File: src/sv/sssc_pkg.sv
// ----------------------------------------------------------------------------
// sssc_pkg: shared types and constants of the servo step slew controller
// Command and status bundles between the sequencer and the datapath, the
// register index codes and the angle limits.
// ----------------------------------------------------------------------------
package sssc_pkg;

  // Angle range in degrees
  localparam logic [7:0] ANGLE_MAX = 8'd180;

  // Field widths fixed by the word layout
  localparam int unsigned NOW_W    = 32;
  localparam int unsigned ANGLE_W  = 8;
  localparam int unsigned READ_W   = 10;
  localparam int unsigned CFG_AW   = 3;
  localparam int unsigned CFG_DW   = 16;
  localparam int unsigned IN_DW    = 56;
  localparam int unsigned OUT_DW   = 16;

  // Register index codes
  typedef enum logic [CFG_AW-1:0] {
    CFG_CALIB_LOW   = 3'd0,
    CFG_CALIB_HIGH  = 3'd1,
    CFG_STEP_SIZE   = 3'd2,
    CFG_TOLERANCE   = 3'd3,
    CFG_INTERVAL    = 3'd4
  } cfg_idx_t;

  // Sequencer to datapath
  typedef struct packed {
    logic load_in;     // capture the input word
    logic load_div;    // set up the divider from the captured word
    logic store_time;  // keep the timestamp as the last step time
    logic div_step;    // one restoring division step
    logic emit;        // update the drive angle and load the output word
  } cmd_t;

  // Datapath to sequencer
  typedef struct packed {
    logic elapsed_ok;  // interval since the last step has run out
    logic in_tol;      // measured angle lies within tolerance of target
    logic out_busy;    // output word still waits to be taken
  } sts_t;

endpackage

File: src/sv/sssc_ctrl.sv
// ----------------------------------------------------------------------------
// sssc_ctrl: sequencer of the servo step slew controller
// Walks each word through the interval check, the iterative calibration
// divide and the tolerance decision, and issues datapath commands.
// ----------------------------------------------------------------------------
module sssc_ctrl #(
  parameter int unsigned DIV_STEPS = 18
) (
  input  logic             clk,
  input  logic             rst_n,
  input  logic             in_tvalid,
  output logic             in_tready,
  input  sssc_pkg::sts_t   sts,
  output sssc_pkg::cmd_t   cmd
);

  localparam int unsigned CNT_W = $clog2(DIV_STEPS);
  localparam logic [CNT_W-1:0] CNT_LAST = CNT_W'(DIV_STEPS - 1);

  typedef enum logic [1:0] {
    S_IDLE,
    S_GATE,
    S_DIV,
    S_DECIDE
  } state_t;

  state_t           state_r, state_nxt;
  logic [CNT_W-1:0] cnt_r, cnt_nxt;

  assign in_tready = (state_r == S_IDLE);

  // Next state and commands
  always_comb begin
    state_nxt = state_r;
    cnt_nxt   = cnt_r;
    cmd       = '0;
    case (state_r)
      S_IDLE: begin
        if (in_tvalid) begin
          cmd.load_in = 1'b1;
          state_nxt   = S_GATE;
        end
      end
      S_GATE: begin
        cmd.load_div = 1'b1;
        cnt_nxt      = '0;
        if (sts.elapsed_ok) begin
          cmd.store_time = 1'b1;
          state_nxt      = S_DIV;
        end else begin
          state_nxt = S_IDLE;
        end
      end
      S_DIV: begin
        cmd.div_step = 1'b1;
        cnt_nxt      = cnt_r + 1'b1;
        if (cnt_r == CNT_LAST) begin
          state_nxt = S_DECIDE;
        end
      end
      S_DECIDE: begin
        if (sts.in_tol) begin
          state_nxt = S_IDLE;
        end else if (!sts.out_busy) begin
          cmd.emit  = 1'b1;
          state_nxt = S_IDLE;
        end
      end
      default: begin
        state_nxt = S_IDLE;
      end
    endcase
  end

  // State and step counter
  always_ff @(posedge clk) begin
    if (!rst_n) begin
      state_r <= S_IDLE;
      cnt_r   <= '0;
    end else begin
      state_r <= state_nxt;
      cnt_r   <= cnt_nxt;
    end
  end

`ifndef SYNTHESIS
  // Division runs its full length before any decision
  a_div_len: assert property (@(posedge clk) disable iff (!rst_n)
    (state_r == S_DIV && cnt_r == CNT_LAST) |=> (state_r == S_DECIDE))
    else $error("division left early or late");

  // Never overwrite a waiting output word
  a_no_clobber: assert property (@(posedge clk) disable iff (!rst_n)
    cmd.emit |-> !sts.out_busy)
    else $error("emit while output word still waits");

  // Division only starts once the interval check passed
  a_div_gated: assert property (@(posedge clk) disable iff (!rst_n)
    ($rose(state_r == S_DIV)) |-> $past(sts.elapsed_ok))
    else $error("division started without interval check");
`endif

endmodule

File: src/sv/sssc_dp.sv
// ----------------------------------------------------------------------------
// sssc_dp: datapath of the servo step slew controller
// Holds the registers, the step timestamp and drive angle, the restoring
// divider of the calibration map, the step logic and the output word.
// ----------------------------------------------------------------------------
module sssc_dp #(
  parameter int unsigned ADC_BITS  = 10,
  parameter int unsigned TIME_BITS = 32,
  parameter int unsigned NUM_W     = ADC_BITS + 8
) (
  input  logic                          clk,
  input  logic                          rst_n,
  // configuration
  input  logic                          cfg_wr_en,
  input  logic [sssc_pkg::CFG_AW-1:0]   cfg_addr,
  input  logic [sssc_pkg::CFG_DW-1:0]   cfg_wdata,
  // input word fields
  input  logic [sssc_pkg::NOW_W-1:0]    now_ms,
  input  logic [sssc_pkg::ANGLE_W-1:0]  target_angle,
  input  logic [sssc_pkg::READ_W-1:0]   feedback_reading,
  // result word
  output logic                          out_tvalid,
  input  logic                          out_tready,
  output logic [sssc_pkg::ANGLE_W-1:0]  commanded_angle,
  output logic [sssc_pkg::ANGLE_W-1:0]  measured_angle,
  // sequencer
  input  sssc_pkg::cmd_t                cmd,
  output sssc_pkg::sts_t                sts
);

  // Configuration registers
  logic [sssc_pkg::READ_W-1:0]  calib_low_r, calib_high_r;
  logic [7:0]                   step_size_r, tolerance_r;
  logic [15:0]                  interval_r;

  // Captured word and held state
  logic [TIME_BITS-1:0]         now_r, last_r;
  logic [7:0]                   target_r, drive_r;
  logic [sssc_pkg::READ_W-1:0]  reading_r;

  // Divider
  logic [NUM_W-1:0]             quo_r;
  logic [ADC_BITS-1:0]          rem_r, den_r;
  logic                         zero_r;

  // Output word
  logic                         out_valid_r;
  logic [7:0]                   cmd_angle_r, meas_r;

  // Write configuration registers
  always_ff @(posedge clk) begin
    if (!rst_n) begin
      calib_low_r  <= '0;
      calib_high_r <= 10'd1023;
      step_size_r  <= 8'd1;
      tolerance_r  <= 8'd1;
      interval_r   <= 16'd20;
    end else if (cfg_wr_en) begin
      case (cfg_addr)
        sssc_pkg::CFG_CALIB_LOW:  calib_low_r  <= cfg_wdata[sssc_pkg::READ_W-1:0];
        sssc_pkg::CFG_CALIB_HIGH: calib_high_r <= cfg_wdata[sssc_pkg::READ_W-1:0];
        sssc_pkg::CFG_STEP_SIZE:  step_size_r  <= cfg_wdata[7:0];
        sssc_pkg::CFG_TOLERANCE:  tolerance_r  <= cfg_wdata[7:0];
        sssc_pkg::CFG_INTERVAL:   interval_r   <= cfg_wdata;
        default: ;
      endcase
    end
  end

  // Fit the fixed-width fields to the time and converter widths
  logic [63:0]          now_ext, iv_ext;
  logic [15:0]          x_ext, lo_ext, hi_ext;
  logic [TIME_BITS-1:0] now_t, iv_t, elapsed;
  logic [ADC_BITS-1:0]  x_a, lo_a, hi_a;

  assign now_ext = {32'd0, now_ms};
  assign iv_ext  = {48'd0, interval_r};
  assign now_t   = now_ext[TIME_BITS-1:0];
  assign iv_t    = iv_ext[TIME_BITS-1:0];
  assign x_ext   = {6'd0, reading_r};
  assign lo_ext  = {6'd0, calib_low_r};
  assign hi_ext  = {6'd0, calib_high_r};
  assign x_a     = x_ext[ADC_BITS-1:0];
  assign lo_a    = lo_ext[ADC_BITS-1:0];
  assign hi_a    = hi_ext[ADC_BITS-1:0];

  // Wrapping interval check
  assign elapsed        = now_r - last_r;
  assign sts.elapsed_ok = (elapsed >= iv_t);

  // Capture word, keep step time
  always_ff @(posedge clk) begin
    if (!rst_n) begin
      last_r <= '0;
    end else if (cmd.store_time) begin
      last_r <= now_r;
    end
  end

  always_ff @(posedge clk) begin
    if (cmd.load_in) begin
      now_r     <= now_t;
      target_r  <= target_angle;
      reading_r <= feedback_reading;
    end
  end

  // Calibration map set-up: magnitudes and sign of the quotient
  logic                x_lt_lo, hi_lt_lo;
  logic [ADC_BITS-1:0] dabs, den_abs;
  logic [NUM_W-1:0]    num_abs;

  assign x_lt_lo  = (x_a < lo_a);
  assign hi_lt_lo = (hi_a < lo_a);
  assign dabs     = x_lt_lo  ? (lo_a - x_a)  : (x_a - lo_a);
  assign den_abs  = hi_lt_lo ? (lo_a - hi_a) : (hi_a - lo_a);
  assign num_abs  = NUM_W'(dabs) * NUM_W'(sssc_pkg::ANGLE_MAX);

  // Restoring division step
  logic [ADC_BITS:0] rem_sh, rem_dif;
  logic              ge;

  assign rem_sh  = {rem_r, quo_r[NUM_W-1]};
  assign ge      = (rem_sh >= {1'b0, den_r});
  assign rem_dif = rem_sh - {1'b0, den_r};

  always_ff @(posedge clk) begin
    if (cmd.load_div) begin
      quo_r  <= num_abs;
      rem_r  <= '0;
      den_r  <= den_abs;
      // zero span, zero offset or negative quotient all read as 0 degrees
      zero_r <= (den_abs == '0) || (dabs == '0) || (x_lt_lo ^ hi_lt_lo);
    end else if (cmd.div_step) begin
      quo_r <= {quo_r[NUM_W-2:0], ge};
      rem_r <= ge ? rem_dif[ADC_BITS-1:0] : rem_sh[ADC_BITS-1:0];
    end
  end

  // Saturate the quotient to the angle range
  logic [7:0] meas;
  assign meas = zero_r ? 8'd0 :
                (quo_r > NUM_W'(sssc_pkg::ANGLE_MAX)) ? sssc_pkg::ANGLE_MAX : quo_r[7:0];

  // Tolerance check
  logic [7:0] mag;
  logic       up;
  assign up         = (target_r > meas);
  assign mag        = up ? (target_r - meas) : (meas - target_r);
  assign sts.in_tol = (mag <= tolerance_r);

  // Step the drive angle toward the target, then clamp
  logic signed [9:0] d_s, s_s, t_s, stepped, bounded;
  logic [7:0]        drive_nxt;

  assign d_s = $signed({2'b00, drive_r});
  assign s_s = $signed({2'b00, step_size_r});
  assign t_s = $signed({2'b00, target_r});

  always_comb begin
    if (up) begin
      stepped = d_s + s_s;
      bounded = (stepped > t_s) ? t_s : stepped;
    end else begin
      stepped = d_s - s_s;
      bounded = (stepped < t_s) ? t_s : stepped;
    end
    if (bounded < 10'sd0) begin
      drive_nxt = 8'd0;
    end else if (bounded > $signed({2'b00, sssc_pkg::ANGLE_MAX})) begin
      drive_nxt = sssc_pkg::ANGLE_MAX;
    end else begin
      drive_nxt = bounded[7:0];
    end
  end

  always_ff @(posedge clk) begin
    if (!rst_n) begin
      drive_r <= 8'd90;
    end else if (cmd.emit) begin
      drive_r <= drive_nxt;
    end
  end

  // Output word register
  always_ff @(posedge clk) begin
    if (!rst_n) begin
      out_valid_r <= 1'b0;
    end else if (cmd.emit) begin
      out_valid_r <= 1'b1;
    end else if (out_tready) begin
      out_valid_r <= 1'b0;
    end
  end

  always_ff @(posedge clk) begin
    if (cmd.emit) begin
      cmd_angle_r <= drive_nxt;
      meas_r      <= meas;
    end
  end

  assign sts.out_busy    = out_valid_r && !out_tready;
  assign out_tvalid      = out_valid_r;
  assign commanded_angle = cmd_angle_r;
  assign measured_angle  = meas_r;

`ifndef SYNTHESIS
  // Held drive angle stays inside the servo range
  a_drive_range: assert property (@(posedge clk) disable iff (!rst_n)
    drive_r <= sssc_pkg::ANGLE_MAX)
    else $error("drive angle out of range");

  // An emitted word is the new drive angle
  a_emit_word: assert property (@(posedge clk) disable iff (!rst_n)
    cmd.emit |=> (out_tvalid && commanded_angle == drive_r))
    else $error("output word does not match drive angle");

  // Measured angle in the output word is saturated
  a_meas_range: assert property (@(posedge clk) disable iff (!rst_n)
    out_tvalid |-> (measured_angle <= sssc_pkg::ANGLE_MAX))
    else $error("measured angle out of range");
`endif

endmodule

File: src/sv/servo_step_slew_controller.sv
// ----------------------------------------------------------------------------
// servo_step_slew_controller: rate-limited servo drive with pot feedback
// Gates update words by a minimum interval, maps the feedback reading to
// degrees through the calibration span and steps the drive angle toward
// the target while the error exceeds the tolerance.
//
//   channel   direction  fields (low bit up)
//   in_       slave      tdata: now_ms[31:0], target_angle[39:32],
//                               feedback_reading[49:40], zero fill
//   out_      master     tdata: commanded_angle[7:0], measured_angle[15:8]
//   cfg_      write      cfg_addr selects the register, cfg_wdata its value
//
// A word that comes too early ends after accept and gate; otherwise it goes on
// through the division steps of the one-bit-per-cycle restoring divider of
// the calibration map and then the decision. One word is in work at a time.
// Reset is synchronous, active low, and needs no clearing pass.
// A waiting output word holds only the final decision cycle; input words
// are taken while it waits.
// ----------------------------------------------------------------------------
module servo_step_slew_controller #(
  parameter int unsigned ADC_BITS  = 10,
  parameter int unsigned TIME_BITS = 32
) (
  input  logic                          clk,
  input  logic                          rst_n,
  // configuration
  input  logic                          cfg_wr_en,
  input  logic [sssc_pkg::CFG_AW-1:0]   cfg_addr,
  input  logic [sssc_pkg::CFG_DW-1:0]   cfg_wdata,
  // input words
  input  logic                          in_tvalid,
  output logic                          in_tready,
  input  logic [sssc_pkg::IN_DW-1:0]    in_tdata,   // now_ms, target_angle, feedback_reading
  // result words
  output logic                          out_tvalid,
  input  logic                          out_tready,
  output logic [sssc_pkg::OUT_DW-1:0]   out_tdata   // commanded_angle, measured_angle
);

  localparam int unsigned NUM_W = ADC_BITS + 8;

  sssc_pkg::cmd_t cmd;
  sssc_pkg::sts_t sts;
  logic [7:0]     commanded_angle, measured_angle;

  sssc_ctrl #(
    .DIV_STEPS (NUM_W)
  ) u_ctrl (
    .clk       (clk),
    .rst_n     (rst_n),
    .in_tvalid (in_tvalid),
    .in_tready (in_tready),
    .sts       (sts),
    .cmd       (cmd)
  );

  sssc_dp #(
    .ADC_BITS  (ADC_BITS),
    .TIME_BITS (TIME_BITS),
    .NUM_W     (NUM_W)
  ) u_dp (
    .clk              (clk),
    .rst_n            (rst_n),
    .cfg_wr_en        (cfg_wr_en),
    .cfg_addr         (cfg_addr),
    .cfg_wdata        (cfg_wdata),
    .now_ms           (in_tdata[31:0]),
    .target_angle     (in_tdata[39:32]),
    .feedback_reading (in_tdata[49:40]),
    .out_tvalid       (out_tvalid),
    .out_tready       (out_tready),
    .commanded_angle  (commanded_angle),
    .measured_angle   (measured_angle),
    .cmd              (cmd),
    .sts              (sts)
  );

  assign out_tdata = {measured_angle, commanded_angle};

endmodule

File: config.mk
export PLATFORM = sky130hd
export DESIGN_NAME = servo_step_slew_controller
export DESIGN_NICKNAME = d
export VERILOG_FILES = /design/src/sv/sssc_pkg.sv /design/src/sv/sssc_ctrl.sv /design/src/sv/sssc_dp.sv /design/src/sv/servo_step_slew_controller.sv
export SDC_FILE = /design/constraint.sdc
export NUM_CORES = 1
export LEC_CHECK = 0
export BUFFER_PORTS_ARGS = -buffer_cell sky130_fd_sc_hd__buf_2
export CORE_MARGIN = 2
export CORE_UTILIZATION = 55
export CTS_BUF_LIST = sky130_fd_sc_hd__clkbuf_8 sky130_fd_sc_hd__clkbuf_16
export DETAILED_ROUTE_END_ITERATION = 7
export PLACE_DENSITY = 0.83
export SYNTH_ARGS = -nofsm -noshare
export SYNTH_HDL_FRONTEND = slang
export SYNTH_HIERARCHICAL = 1
export SYNTH_SLANG_ARGS = --single-unit
File: constraint.sdc
create_clock -name clk -period 9.11 [get_ports clk]
set_input_delay 0.911 -clock clk [delete_from_list [all_inputs] [get_ports clk]]
set_output_delay 0.911 -clock clk [all_outputs]
set_load 0.01 [all_outputs]
==> run summary, run 1 <==
## Status
- **result of the run** complete, no violations

## Worst setup path
- **data required time at the worst endpoint** 9450 ps
- **largest fanout on the critical path** 14
- **cell with the largest stage delay on the worst path** a21oi_2
- **crit end category** register
- **worst setup path category** register to register
- **endpoint arrival time on the critical path** 7040 ps
- **max incr delay on CP** 690 ps
- **type of origin of the critical path** register

## Synth
- **Post-Synth Simple-Gate Area** 15.3%
- **mean area per synthesized cell** 8.98 µm²
- **Compound-Gate Fraction of Synth Area** 18.4%
- **arithmetic-cell share of the synthesized area counting full adders, half adders and majority gates** 18.5%
- **number of enable flip-flop cells after synthesis** 93
- **Synthesis Warnings** 6
- **number of library cell types mapped by synthesis** 80
- **register bit count reported by yosys** 205
- **post-synthesis mux area share** 4.34%
- **mapped cell area** 15,200 µm²
- **dominant combinational cell family by area after synthesis** adder cells
- **flip-flop cell with the highest count after synthesis** dfxtp_1
- **Async S/R FF share, synth** 0%
- **cells after synthesis** 1,687
- **xor and xnor fraction of the mapped netlist area** 3.47%
- **sequential share of the synthesized area** 33.2%
- **Net Count, Synth** 1,977

## Die
- **die extent in y** 170 µm
- **row count** 60
- **total I/O pin count** 98
- **area enclosed by the die boundary** 28,900 µm²
- **width of the die** 170 µm
- **Starting Density** 56.1%
- **area of the core region** 27,000 µm²

## Clocking
- **setup bufs post-CTS** 0
- **maximum clock insertion buffer count** 3
- **clock tree root buffer cell** clkbuf_16
- **number of levels the H-tree was split into** 1
- **clock tree from TritonCTS** built
- **cts-stage hold buffer count** 0
- **clock buffers created by TritonCTS** 24
- **clk sink count** 205
- **clock slew at reported path FFs** 60 ps
- **post-CTS resize count** 0
- **insertion delay to the later sink of the worst-skew pair** 530 ps

## Timing
- **Layout Skew** 17.8 ps
- **transition time at the pin with the least slew margin** 1160 ps
- **timing-limited maximum frequency** 149 MHz
- **Final Hold Violating Endpoints** 0
- **clock period minus final worst setup slack** 6700 ps
- **final setup vio count** 0
- **relative slew slack** 22.5%
- **fraction of the cycle the final worst path needs** 73.5%
- **Slew Viols, Final** 0
- **Final TNS setup** 0 ps
- **setup repair after global routing missed its margin** false

## Power
- **leakage** 7.05 nW
- **Tot Pwr** 0.00428 W
- **worst vdd rail ir drop** 0.256 mV
- **Pwr per Cell Area** 256 nW/µm²

## Routing
- **DR DRC count** 0
- **count of routing violations after the opening detailed-route iteration** 652
- **number of nets with antenna violations after routing** 0
- **Avg Vias per Cell** 5.75
- **wire length reported by the detailed router** 33,800 µm
- **number of optimization iterations in the first detailed-route pass** 5
- **wire per inst** 16.0 µm
- **number of vias after detailed routing** 12,200

## Global routing
- **total routing usage reported by global routing** 23.4%
- **met2 routing resource usage after global routing** 39.9%
- **overflow left after global routing** 0
- **wire length of the first global-routing pass** 56,100 µm
- **most congested layer reported by global routing** met2
- **maximum number of pins on one net before global-route repair** 102
- **Global Route met3 Usage** 2.65%
- **number of antenna violations at the first check in global routing** 2
- **GR met1 Demand/Resource** 31.2%
- **vias in the first global route** 11,800

## Cells and area
- **area growth from synthesis to layout** 10.3%
- **number of filler instances in the final layout** 2,253
- **nets@finish** 2,047
- **top library cells by usage in the layout, fill and taps aside** 216 x inv_1, 186 x ha_1, 175 x nand2_1
- **layout cells sized above 1** 9.86%
- **most common library cell in the layout ignoring fill and taps** inv_1

## Placement
- **count of buffers from port buffering** 91
- **post-detail-place hpwl** 26,100 µm
- **final weighted congestion in routability-driven placement** 0.893

## Job
- **Max-Cap Viols** 0

## Worst hold path
- **class of the worst hold path** register to register

path summary, 6_finish.rpt:
path         slack, ps                              from                          endpoint  cells after the start
max               2410       u_dp/reading_r[0]$_DFFE_PP_          u_dp/quo_r[16]$_DFFE_PP_                     25
min                470  u_dp/tolerance_r[4]$_SDFFE_PN0P_  u_dp/tolerance_r[4]$_SDFFE_PN0P_                      2
max reg2reg       2410       u_dp/reading_r[0]$_DFFE_PP_          u_dp/quo_r[16]$_DFFE_PP_                     25
min reg2reg        470  u_dp/tolerance_r[4]$_SDFFE_PN0P_  u_dp/tolerance_r[4]$_SDFFE_PN0P_                      2
layout make-up:
type | count | area [µm²] | area share [%]
clock buffer | 29 | 692 | 4.14
multi-input combinational | 1214 | 9120 | 54.5
antenna | 2 | 5.00 | 0.0299
inverter | 214 | 803 | 4.81
sequential | 205 | 5030 | 30.1
timing repair buffer | 98 | 508 | 3.04
clock inverter | 15 | 131 | 0.786
tap | 341 | 427 | 2.55
layer usage:
layer | vias to the layer above | part of all wire, % | routed length (µm)
met4 | 0 | 2.7 | 922
met5 | - | 0 | 0
met1 | 5760 | 46 | 15400
met2 | 305 | 47 | 16000
met3 | 58 | 4.4 | 1500
li1 | 6047 | - | -
power breakdown:
group | internal, W | total [W] | switching [W]
Sequential | 0.00111 | 0.00118 | 0.0000668
Clock | 0.000596 | 0.000975 | 0.000379
Combinational | 0.000914 | 0.00213 | 0.00122
Total | 0.00262 | 0.00428 | 0.00166
flip-flops by register name, indices dropped and copies added (netlist names), 5 cells and up, named ones only:
register	count
u_ctrl/cnt_r	5
u_dp/calib_high_r	10
u_dp/calib_low_r	10
u_dp/commanded_angle	8
u_dp/den_r	10
u_dp/drive_r	8
u_dp/interval_r	16
u_dp/last_r	32
u_dp/measured_angle	8
u_dp/now_r	32
u_dp/quo_r	18
u_dp/reading_r	10
u_dp/rem_r	10
u_dp/step_size_r	8
u_dp/target_r	8
u_dp/tolerance_r	8
metrics by stage:
| step | util [%] | cell area, µm² | cells | setup slack, ps | hold slack [ps] |
|---|---|---|---|---|---|
| 2_1_floorplan | - | 15200 | 1687 | 2730 | 443 |
| 3_3_place_gp | 58.8 | 15900 | 2072 | 2870 | 453 |
| 3_5_place_dp | 58.8 | 15900 | 2072 | 2590 | 461 |
| 4_1_cts | 61.8 | 16700 | 2116 | 2540 | 468 |
| 5_1_grt | 61.9 | 16700 | 2118 | 2020 | 487 |
| 6_report | 61.9 | 16700 | 2118 | 2410 | 469 |
critical path: cells and delay by family, from the launching register on:
family | cells | cell delay, ps
flip-flops | 1 | 380
buffers and inverters | 4 | 370
AO/OA/AOI/OAI | 12 | 2830
AND/OR/NAND/NOR | 1 | 130
XOR/XNOR | 1 | 380
multiplexers | 1 | 450
adder cells (fa/ha/maj) | 6 | 2000
Yosys cell counts, drive strengths merged, types with 8 or more instances:
| master | instances | area share, % |
|---|---|---|
| nand2 | 175 | 4.3 |
| o21a | 18 | 0.89 |
| nor3 | 19 | 0.63 |
| nand3 | 28 | 0.92 |
| nand3b | 10 | 0.50 |
| buf | 9 | 0.34 |
| a21oi | 94 | 3.1 |
| dfxtp | 112 | 15 |
| o21ai | 72 | 2.4 |
| and3 | 12 | 0.50 |
| edfxtp | 93 | 18 |
| a21o | 23 | 1.1 |
| a21boi | 44 | 2.2 |
| nand2b | 17 | 0.75 |
| o211ai | 20 | 0.99 |
| a221oi | 9 | 0.56 |
| o21bai | 12 | 0.59 |
| nand4 | 14 | 0.58 |
| nor2b | 56 | 2.3 |
| clkbuf | 45 | 1.1 |
| nor2 | 81 | 2.0 |
| xor2 | 31 | 1.8 |
| fa | 23 | 3.0 |
| a211oi | 30 | 1.5 |
| inv | 214 | 5.3 |
| xnor2 | 29 | 1.7 |
| a31oi | 14 | 0.58 |
| ha | 187 | 15 |
| o31ai | 8 | 0.40 |
| or2 | 10 | 0.41 |
| and2 | 18 | 0.74 |
| mux2i | 59 | 3.9 |
cells by family (layout without fill, tap and decap cells):
family,Yosys count,after routing
and+or+nand+nor,468,468
AOI/OAI and AO/OA,411,411
buffers and inverters,268,356
adders and majority gates,210,210
DFF,205,205
muxes,65,65
xor gates and xnor gates,60,60
other,0,2
Power figures use the tool's default switching activity.
==> run 2: changes to the inputs <==
--- a/config.mk
+++ b/config.mk
@@ -5,12 +5,13 @@
 export SDC_FILE = /design/constraint.sdc
 export NUM_CORES = 1
 export LEC_CHECK = 0
+export ABC_AREA = 1
 export BUFFER_PORTS_ARGS = -buffer_cell sky130_fd_sc_hd__buf_2
 export CORE_MARGIN = 2
 export CORE_UTILIZATION = 55
 export CTS_BUF_LIST = sky130_fd_sc_hd__clkbuf_8 sky130_fd_sc_hd__clkbuf_16
 export DETAILED_ROUTE_END_ITERATION = 7
-export PLACE_DENSITY = 0.83
+export PLACE_DENSITY = 0.86
 export SYNTH_ARGS = -nofsm -noshare
 export SYNTH_HDL_FRONTEND = slang
 export SYNTH_HIERARCHICAL = 1
==> constraint.sdc (replaced) <==
create_clock -name clk -period 6.05 [get_ports clk]
set_input_delay 0.605 -clock clk [delete_from_list [all_inputs] [get_ports clk]]
set_output_delay 0.605 -clock clk [all_outputs]
set_load 0.01 [all_outputs]
==> run summary, run 2 <==
## Synth
- **top-area cell type share of the netlist area** 18.8%, was 18.4%
- **register bit count reported by yosys** 205, unchanged
- **mapped cell area** 14,900 µm², was 15,200 µm²
- **most used standard cells in the synthesized netlist** 308 x nand2_1, 302 x inv_1, 206 x a21oi_1, 187 x ha_1, 144 x o21ai_0, was 213 x inv_1, 187 x ha_1, 175 x nand2_1, 112 x dfxtp_1
- **cells after synthesis** 1,858, was 1,687
- **number of library cell types mapped by synthesis** 51, was 80
- **Net Count, Synth** 2,148, was 1,977
- **most frequent cell after synthesis** nand2_1, was inv_1
- **sequential share of the synthesized area** 33.9%, was 33.2%
- **flip-flop cell with the highest count after synthesis** dfxtp_1, unchanged
- **largest area contributor in the netlist** edfxtp_1, unchanged
- **number of enable flip-flop cells after synthesis** 93, unchanged
- **synth top area cells** edfxtp_1 19%, ha_1 16%, dfxtp_1 15%, nand2_1 7.8%, inv_1 7.6%, was edfxtp_1 18%, ha_1 15%, dfxtp_1 15%, inv_1 5.3%, nand2_1 4.3%
- **Synthesis Warnings** 6, unchanged
- **Async S/R FF share, synth** 0%, unchanged
- **mean area per synthesized cell** 7.99 µm², was 8.98 µm²

## Cells and area
- **leading registers by flop count** u_dp/last_r: 32 flops, u_dp/now_r: 32 flops, u_dp/quo_r: 18 flops, unchanged
- **top library cells by usage in the layout, fill and taps aside** 307 x nand2_1, 304 x inv_1, 205 x a21oi_1, was 216 x inv_1, 186 x ha_1, 175 x nand2_1
- **layout cells sized above 1** 9.28%, was 9.86%
- **number of filler instances in the final layout** 2,304, was 2,253
- **area growth from synthesis to layout** 10.3%, about the same
- **nets@finish** 2,226, was 2,047
- **most common library cell in the layout ignoring fill and taps** nand2_1, was inv_1
- **Inserted Diodes** 0, was 2

## Power
- **leakage** 7.56 nW, was 7.05 nW
- **Pwr per Cell Area** 634 nW/µm², was 256 nW/µm²
- **worst vdd rail ir drop** 0.539 mV, was 0.256 mV

## Worst setup path
- **max incr delay on CP** 580 ps, was 690 ps
- **Buffers & Inverters on Critical Path** 7, was 4
- **largest fanout on the critical path** 30, was 14
- **cell repeated most along the worst path** nand2_1
- **reg-to-reg setup timing slack** 440 ps, was 2410 ps
- **crit end category** register, unchanged
- **data required time at the worst endpoint** 6460 ps, was 9450 ps
- **Worst R2R Start** u_dp/quo_r[13]$_DFFE_PP_, was u_dp/reading_r[0]$_DFFE_PP_
- **launching instance or port of the critical path** u_dp/quo_r[13]$_DFFE_PP_, was u_dp/reading_r[0]$_DFFE_PP_
- **worst setup path category** register to register, unchanged
- **critical path capture point** u_dp/drive_r[1]$_SDFFE_PN1P_, was u_dp/quo_r[16]$_DFFE_PP_
- **endpoint arrival time on the critical path** 6010 ps, was 7040 ps
- **Crit Reg-Reg Endpoint** u_dp/drive_r[1]$_SDFFE_PN1P_, was u_dp/quo_r[16]$_DFFE_PP_
- **Register-to-Register Path Depth** 32, was 25
- **cell with the largest stage delay on the worst path** or4_1, was a21oi_2
- **gate family responsible for the most delay along the worst path** simple AND/OR/NAND/NOR gates, was compound AO/OA/AOI/OAI gates
- **type of origin of the critical path** register, unchanged
- **critical path depth in cells** 32, was 25

## Die
- **width of the die** 168 µm, was 170 µm
- **Starting Density** 55.6%, was 56.1%
- **area enclosed by the die boundary** 28,300 µm², was 28,900 µm²
- **area of the core region** 26,700 µm², was 27,000 µm²
- **die extent in y** 168 µm, was 170 µm
- **total I/O pin count** 98, unchanged
- **row count** 60, unchanged

## Timing
- **setup repair after global routing missed its margin** false, unchanged
- **Final TNS setup** 0 ps, unchanged
- **transition time at the pin with the least slew margin** 1180 ps, was 1160 ps
- **clock period minus final worst setup slack** 5610 ps, was 6700 ps
- **Layout Skew** 15.4 ps, was 17.8 ps
- **final setup vio count** 0, unchanged
- **timing-limited maximum frequency** 178 MHz, was 149 MHz
- **relative slew slack** 21.3%, was 22.5%
- **Final Hold Violating Endpoints** 0, unchanged
- **worst hold slack after final layout** 261 ps, was 469 ps
- **Slew Viols, Final** 0, unchanged
- **fraction of the cycle the final worst path needs** 92.7%, was 73.5%

## Clocking
- **insertion delay to the later sink of the worst-skew pair** 520 ps, was 530 ps
- **clock tree from TritonCTS** built, unchanged
- **clock slew at reported path FFs** 60 ps, about the same
- **clock tree root buffer cell** clkbuf_16, unchanged
- **cts-stage hold buffer count** 0, unchanged
- **clk sink count** 205, unchanged
- **clock buffers created by TritonCTS** 23, was 24
- **maximum clock insertion buffer count** 3, unchanged
- **number of levels the H-tree was split into** 1, unchanged

## Placement
- **final weighted congestion in routability-driven placement** 0.952, was 0.893
- **post-detail-place hpwl** 26,500 µm, was 26,100 µm
- **count of buffers from port buffering** 91, unchanged

## Job
- **Max-Cap Viols** 0, unchanged

## Global routing
- **vias in the first global route** 12,500, was 11,800
- **overflow left after global routing** 0, unchanged
- **wire length of the first global-routing pass** 57,300 µm, was 56,100 µm
- **maximum number of pins on one net before global-route repair** 91, was 102
- **number of antenna violations at the first check in global routing** 0, was 2
- **total routing usage reported by global routing** 24.3%, was 23.4%

## Routing
- **count of routing violations after the opening detailed-route iteration** 892, was 652
- **wire length reported by the detailed router** 34,800 µm, was 33,800 µm
- **wire per inst** 15.2 µm, was 16.0 µm
- **number of nets with antenna violations after routing** 0, unchanged
- **number of vias after detailed routing** 12,700, was 12,200
- **number of optimization iterations in the first detailed-route pass** 6, was 5
- **Avg Vias per Cell** 5.55, was 5.75
- **DR DRC count** 0, unchanged

## Status
- **result of the run** complete, no violations, unchanged

## Worst hold path
- **class of the worst hold path** input port to register, was register to register

run 2: changes by cell type after synthesis, sizes merged, moves of 56 or more:
cell and delta:
nor2b -56, inv +95, nand2 +144, mux2i -57, a21oi +117, o21ai +85
run 2: logic make-up (layout without fill, tap and decap cells):
logic type | count (synthesis) | in the layout | synth area share (%)
buf+inv | 359 | 452 | 9.39
mux | 2 | 2 | 0.135
fa+ha+maj | 210 | 210 | 18.9
xor+xnor | 89 | 89 | 5.25
compound gates | 455 | 455 | 17.1
simple gates | 538 | 538 | 15.3
flops | 205 | 205 | 33.9
run 2: area by class of cell:
cell class              count  area, µm²  area share (%)
clock inverters            13       95.1           0.580
repair buffers            102        551            3.36
multi-input cells        1294       8470            51.7
clock buffers              27        642            3.92
flip-flops and latches    205       5040            30.7
well taps                 341        427            2.60
inverters                 310       1160            7.10
run 2: worst reg2reg max path: cells and delay by family, from the launching register on:
kind | cells | cell delay, ps
AND/OR/NAND/NOR | 14 | 2050
adder cells (fa/ha/maj) | 3 | 910
AO/OA/AOI/OAI | 6 | 870
buffers and inverters | 7 | 860
flip-flops | 1 | 380
multiplexers | 1 | 280
XOR/XNOR | 1 | 180
run 2: where the power goes:
group | switching (W) | internal, W | total [W]
Clock | 0.000553 | 0.000798 | 0.00135
Combinational | 0.00425 | 0.00266 | 0.00691
Sequential | 0.000187 | 0.00195 | 0.00213
run 2: timing repair:
action	in CTS	in global routing
resized for setup	0	13
endpoints found under the setup margin	0	31
setup buffers	0	1
run 2: worst min path at each step:
stage / from / to / slack (ps) / cells after the start
CTS: in_tdata[20] / u_dp/now_r[20]$_DFFE_PP_ / 240 / 1
floorplan: u_dp/interval_r[10]$_SDFFE_PN0P_ / u_dp/interval_r[10]$_SDFFE_PN0P_ / 440 / 2
finish: in_tdata[20] / u_dp/now_r[20]$_DFFE_PP_ / 260 / 1
detailed placement: u_dp/last_r[15]$_SDFFE_PN0P_ / u_dp/last_r[15]$_SDFFE_PN0P_ / 450 / 2
global route: in_tdata[31] / u_dp/now_r[31]$_DFFE_PP_ / 250 / 1
global placement: u_dp/last_r[19]$_SDFFE_PN0P_ / u_dp/last_r[19]$_SDFFE_PN0P_ / 450 / 2
run 2: routing by layer:
metal	up-vias	track usage, %	routed length (µm)
met5	-	0	0
met3	86	3.17	1680
met1	5911	30.1	15300
met2	369	43.7	16700
li1	6356	-	-
met4	0	8.21	1040
run 2: per-stage QoR:
stage | total power (W) | util, % | area [µm²] | instances | worst slack, ps
CTS | 0.0103 | 61.1 | 16300 | 2291 | 92.9
global placement | 0.00856 | 58.4 | 15600 | 2251 | 375
floorplan | 0.00742 | - | 14900 | 1858 | 195
detailed placement | 0.00883 | 58.4 | 15600 | 2251 | 197
finish | 0.0104 | 61.3 | 16400 | 2292 | 442
global route | 0.0115 | 61.3 | 16400 | 2292 | 39.5
==> run 3: changes to the inputs <==
--- a/config.mk
+++ b/config.mk
@@ -5,13 +5,13 @@
 export SDC_FILE = /design/constraint.sdc
 export NUM_CORES = 1
 export LEC_CHECK = 0
-export ABC_AREA = 1
 export BUFFER_PORTS_ARGS = -buffer_cell sky130_fd_sc_hd__buf_2
 export CORE_MARGIN = 2
 export CORE_UTILIZATION = 55
 export CTS_BUF_LIST = sky130_fd_sc_hd__clkbuf_8 sky130_fd_sc_hd__clkbuf_16
 export DETAILED_ROUTE_END_ITERATION = 7
-export PLACE_DENSITY = 0.86
+export PLACE_DENSITY = 0.83
+export SLEW_MARGIN = 30
 export SYNTH_ARGS = -nofsm -noshare
 export SYNTH_HDL_FRONTEND = slang
 export SYNTH_HIERARCHICAL = 1
==> constraint.sdc (replaced) <==
create_clock -name clk -period 5.7 [get_ports clk]
set_input_delay 0.57 -clock clk [delete_from_list [all_inputs] [get_ports clk]]
set_output_delay 0.57 -clock clk [all_outputs]
set_load 0.01 [all_outputs]
==> run summary, run 3 (synthesis gave the netlist of run 1 again) <==
## Status
- **result of the run** complete, no violations, unchanged

## Cells and area
- **final standard cell utilization of the core** 63.3%, was 61.3%
- **area of the multi-input gates** 9300 µm², was 8470 µm²
- **area growth from synthesis to layout** 12.9%, was 10.3%
- **most common library cell in the layout ignoring fill and taps** inv_1, was nand2_1
- **leading registers by flop count** u_dp/last_r: 32 flops, u_dp/now_r: 32 flops, u_dp/quo_r: 18 flops, unchanged
- **layout cells sized above 1** 13.0%, was 9.28%
- **top library cells by usage in the layout, fill and taps aside** 216 x inv_1, 182 x ha_1, 175 x nand2_1, was 307 x nand2_1, 304 x inv_1, 205 x a21oi_1
- **area occupied by registers** 5030 µm², was 5040 µm²
- **post-route cell area** 17,100 µm², was 16,400 µm²
- **nets@finish** 2,081, was 2,226
- **number of filler instances in the final layout** 2,189, was 2,304

## Timing
- **Slew Viols, Final** 0, unchanged
- **final setup vio count** 0, unchanged
- **Final Worst Setup Slack** 223 ps, was 442 ps
- **Final TNS setup** 0 ps, unchanged
- **fraction of the cycle the final worst path needs** 96.1%, was 92.7%
- **relative slew slack** 43.0%, was 21.3%
- **Final Hold Violating Endpoints** 0, unchanged
- **clock period minus final worst setup slack** 5480 ps, was 5610 ps
- **transition time at the pin with the least slew margin** 855 ps, was 1180 ps
- **Layout Skew** 23.9 ps, was 15.4 ps
- **timing-limited maximum frequency** 183 MHz, was 178 MHz

## Worst setup path
- **Register-to-Register Path Depth** 26, was 32
- **Worst R2R Start** u_dp/reading_r[0]$_DFFE_PP_, was u_dp/quo_r[13]$_DFFE_PP_
- **worst setup path category** register to register, unchanged
- **Crit Reg-Reg Endpoint** u_dp/quo_r[14]$_DFFE_PP_, was u_dp/drive_r[1]$_SDFFE_PN1P_
- **endpoint arrival time on the critical path** 5750 ps, was 6010 ps
- **largest fanout on the critical path** 7, was 30
- **reg-to-reg setup timing slack** 220 ps, was 440 ps
- **type of origin of the critical path** register, unchanged
- **data required time at the worst endpoint** 5970 ps, was 6460 ps
- **crit end category** register, unchanged

## Routing
- **count of routing violations after the opening detailed-route iteration** 691, was 892
- **number of vias after detailed routing** 12,300, was 12,700
- **number of optimization iterations in the first detailed-route pass** 5, was 6
- **wire length reported by the detailed router** 34,200 µm, was 34,800 µm
- **wire per inst** 15.9 µm, was 15.2 µm
- **number of nets with antenna violations after routing** 0, unchanged
- **Avg Vias per Cell** 5.70, was 5.55
- **DR DRC count** 0, unchanged

## Die
- **area enclosed by the die boundary** 28,900 µm², was 28,300 µm²
- **width of the die** 170 µm, was 168 µm
- **area of the core region** 27,000 µm², was 26,700 µm²
- **total I/O pin count** 98, unchanged
- **die extent in y** 170 µm, was 168 µm
- **Starting Density** 56.1%, was 55.6%
- **row count** 60, unchanged

## Worst hold path
- **worst hold start** in_tdata[4], was in_tdata[20]
- **class of the worst hold path** input port to register, unchanged
- **Min-Delay Path Depth** 1, unchanged
- **hold-critical path endpoint** u_dp/now_r[4]$_DFFE_PP_, was u_dp/now_r[20]$_DFFE_PP_

## Job
- **Max-Cap Viols** 0, unchanged

## Clocking
- **clock tree from TritonCTS** built, unchanged
- **clk sink count** 205, unchanged
- **clock slew at reported path FFs** 60 ps, about the same
- **cts-stage hold buffer count** 0, unchanged
- **maximum clock insertion buffer count** 3, unchanged
- **clock tree root buffer cell** clkbuf_16, unchanged
- **clock buffers created by TritonCTS** 24, was 23
- **number of levels the H-tree was split into** 1, unchanged
- **insertion delay to the later sink of the worst-skew pair** 540 ps, was 520 ps

## Global routing
- **total routing usage reported by global routing** 23.2%, was 24.3%
- **maximum number of pins on one net before global-route repair** 102, was 91
- **number of antenna violations at the first check in global routing** 1, was 0
- **wire length of the first global-routing pass** 55,400 µm, was 57,300 µm
- **vias in the first global route** 11,600, was 12,500
- **overflow left after global routing** 0, unchanged

## Power
- **worst vdd rail ir drop** 0.474 mV, was 0.539 mV
- **Pwr per Cell Area** 414 nW/µm², was 634 nW/µm²
- **leakage** 7.22 nW, was 7.56 nW

## Placement
- **count of buffers from port buffering** 91, unchanged
- **Cell Area, Placed** 16,100 µm², was 15,600 µm²
- **final weighted congestion in routability-driven placement** 0.888, was 0.952
- **Placement Setup Slack** -18.4 ps, was 197 ps
- **post-detail-place hpwl** 25,900 µm, was 26,500 µm

## run 3: timing repair
item	CTS	global route
setup endpoints to repair	2	65
pin swaps	1	20
resized for setup	3	35
buffers inserted	0	7
## run 3: critical path: stages, from the launching register on
cell and delay [ps]:
edfxtp_1 390, inv_1 80, ha_1 150, inv_2 50, fa_2 380, a21oi_4 180, o21ai_2 90, o22ai_2 180
a21oi_4 130, buf_6 150, mux2i_1 170, xor2_1 240, ha_1 300, ha_1 290, inv_1 50, fa_1 490
inv_1 50, ha_1 220, fa_2 360, a21o_1 160, a21oi_1 210, o21bai_1 110, a21oi_2 160, o21bai_1 80
a21o_1 210, xor2_1 150, a22o_1 180
## run 3: layout make-up
type                       count  share of cell area, %
timing repair buffer         132                   4.63
clock buffer                  25                   3.59
inverter                     214                   4.69
tap                          341                   2.49
sequential                   205                   29.4
clock inverter                19                  0.797
multi-input combinational   1214                   54.4
antenna                        1                 0.0146
## run 3: where the power goes
| part | switching [W] | internal, W | leakage [nW] |
|---|---|---|---|
| combinational | 0.00206 | 0.00169 | 5.05 |
| clock | 0.000615 | 0.000830 | 0.391 |
| sequential | 0.000107 | 0.00178 | 1.78 |
| total | 0.00279 | 0.00430 | 7.22 |
## run 3: worst max path at each step
stage	to	from	slack, ps
CTS	u_dp/quo_r[16]$_DFFE_PP_	u_dp/reading_r[0]$_DFFE_PP_	30
finish	u_dp/quo_r[14]$_DFFE_PP_	u_dp/reading_r[0]$_DFFE_PP_	220
global placement	u_dp/quo_r[16]$_DFFE_PP_	u_dp/reading_r[0]$_DFFE_PP_	100
detailed placement	u_dp/quo_r[16]$_DFFE_PP_	u_dp/reading_r[0]$_DFFE_PP_	-20
global route	u_dp/quo_r[16]$_DFFE_PP_	u_dp/reading_r[0]$_DFFE_PP_	-70
floorplan	u_dp/quo_r[14]$_DFFE_PP_	u_dp/calib_low_r[5]$_SDFFE_PN0P_	20
## run 3: metrics by stage
step / hold slack (ps) / instances / power (W)
CTS: 185 / 2143 / 0.00688
global placement: 454 / 2099 / 0.00524
detailed placement: 461 / 2099 / 0.00540
global route: 186 / 2151 / 0.00763
floorplan: 443 / 1687 / 0.00452
finish: 207 / 2151 / 0.00709
## run 3: metal layers
metal | up-vias | track usage (%) | wire [µm]
met1 | 5747 | 30.7 | 15600
met3 | 64 | 3.12 | 1650
met4 | 0 | 6.24 | 820
met2 | 302 | 40.0 | 16200
li1 | 6142 | - | -
met5 | - | 0 | 0
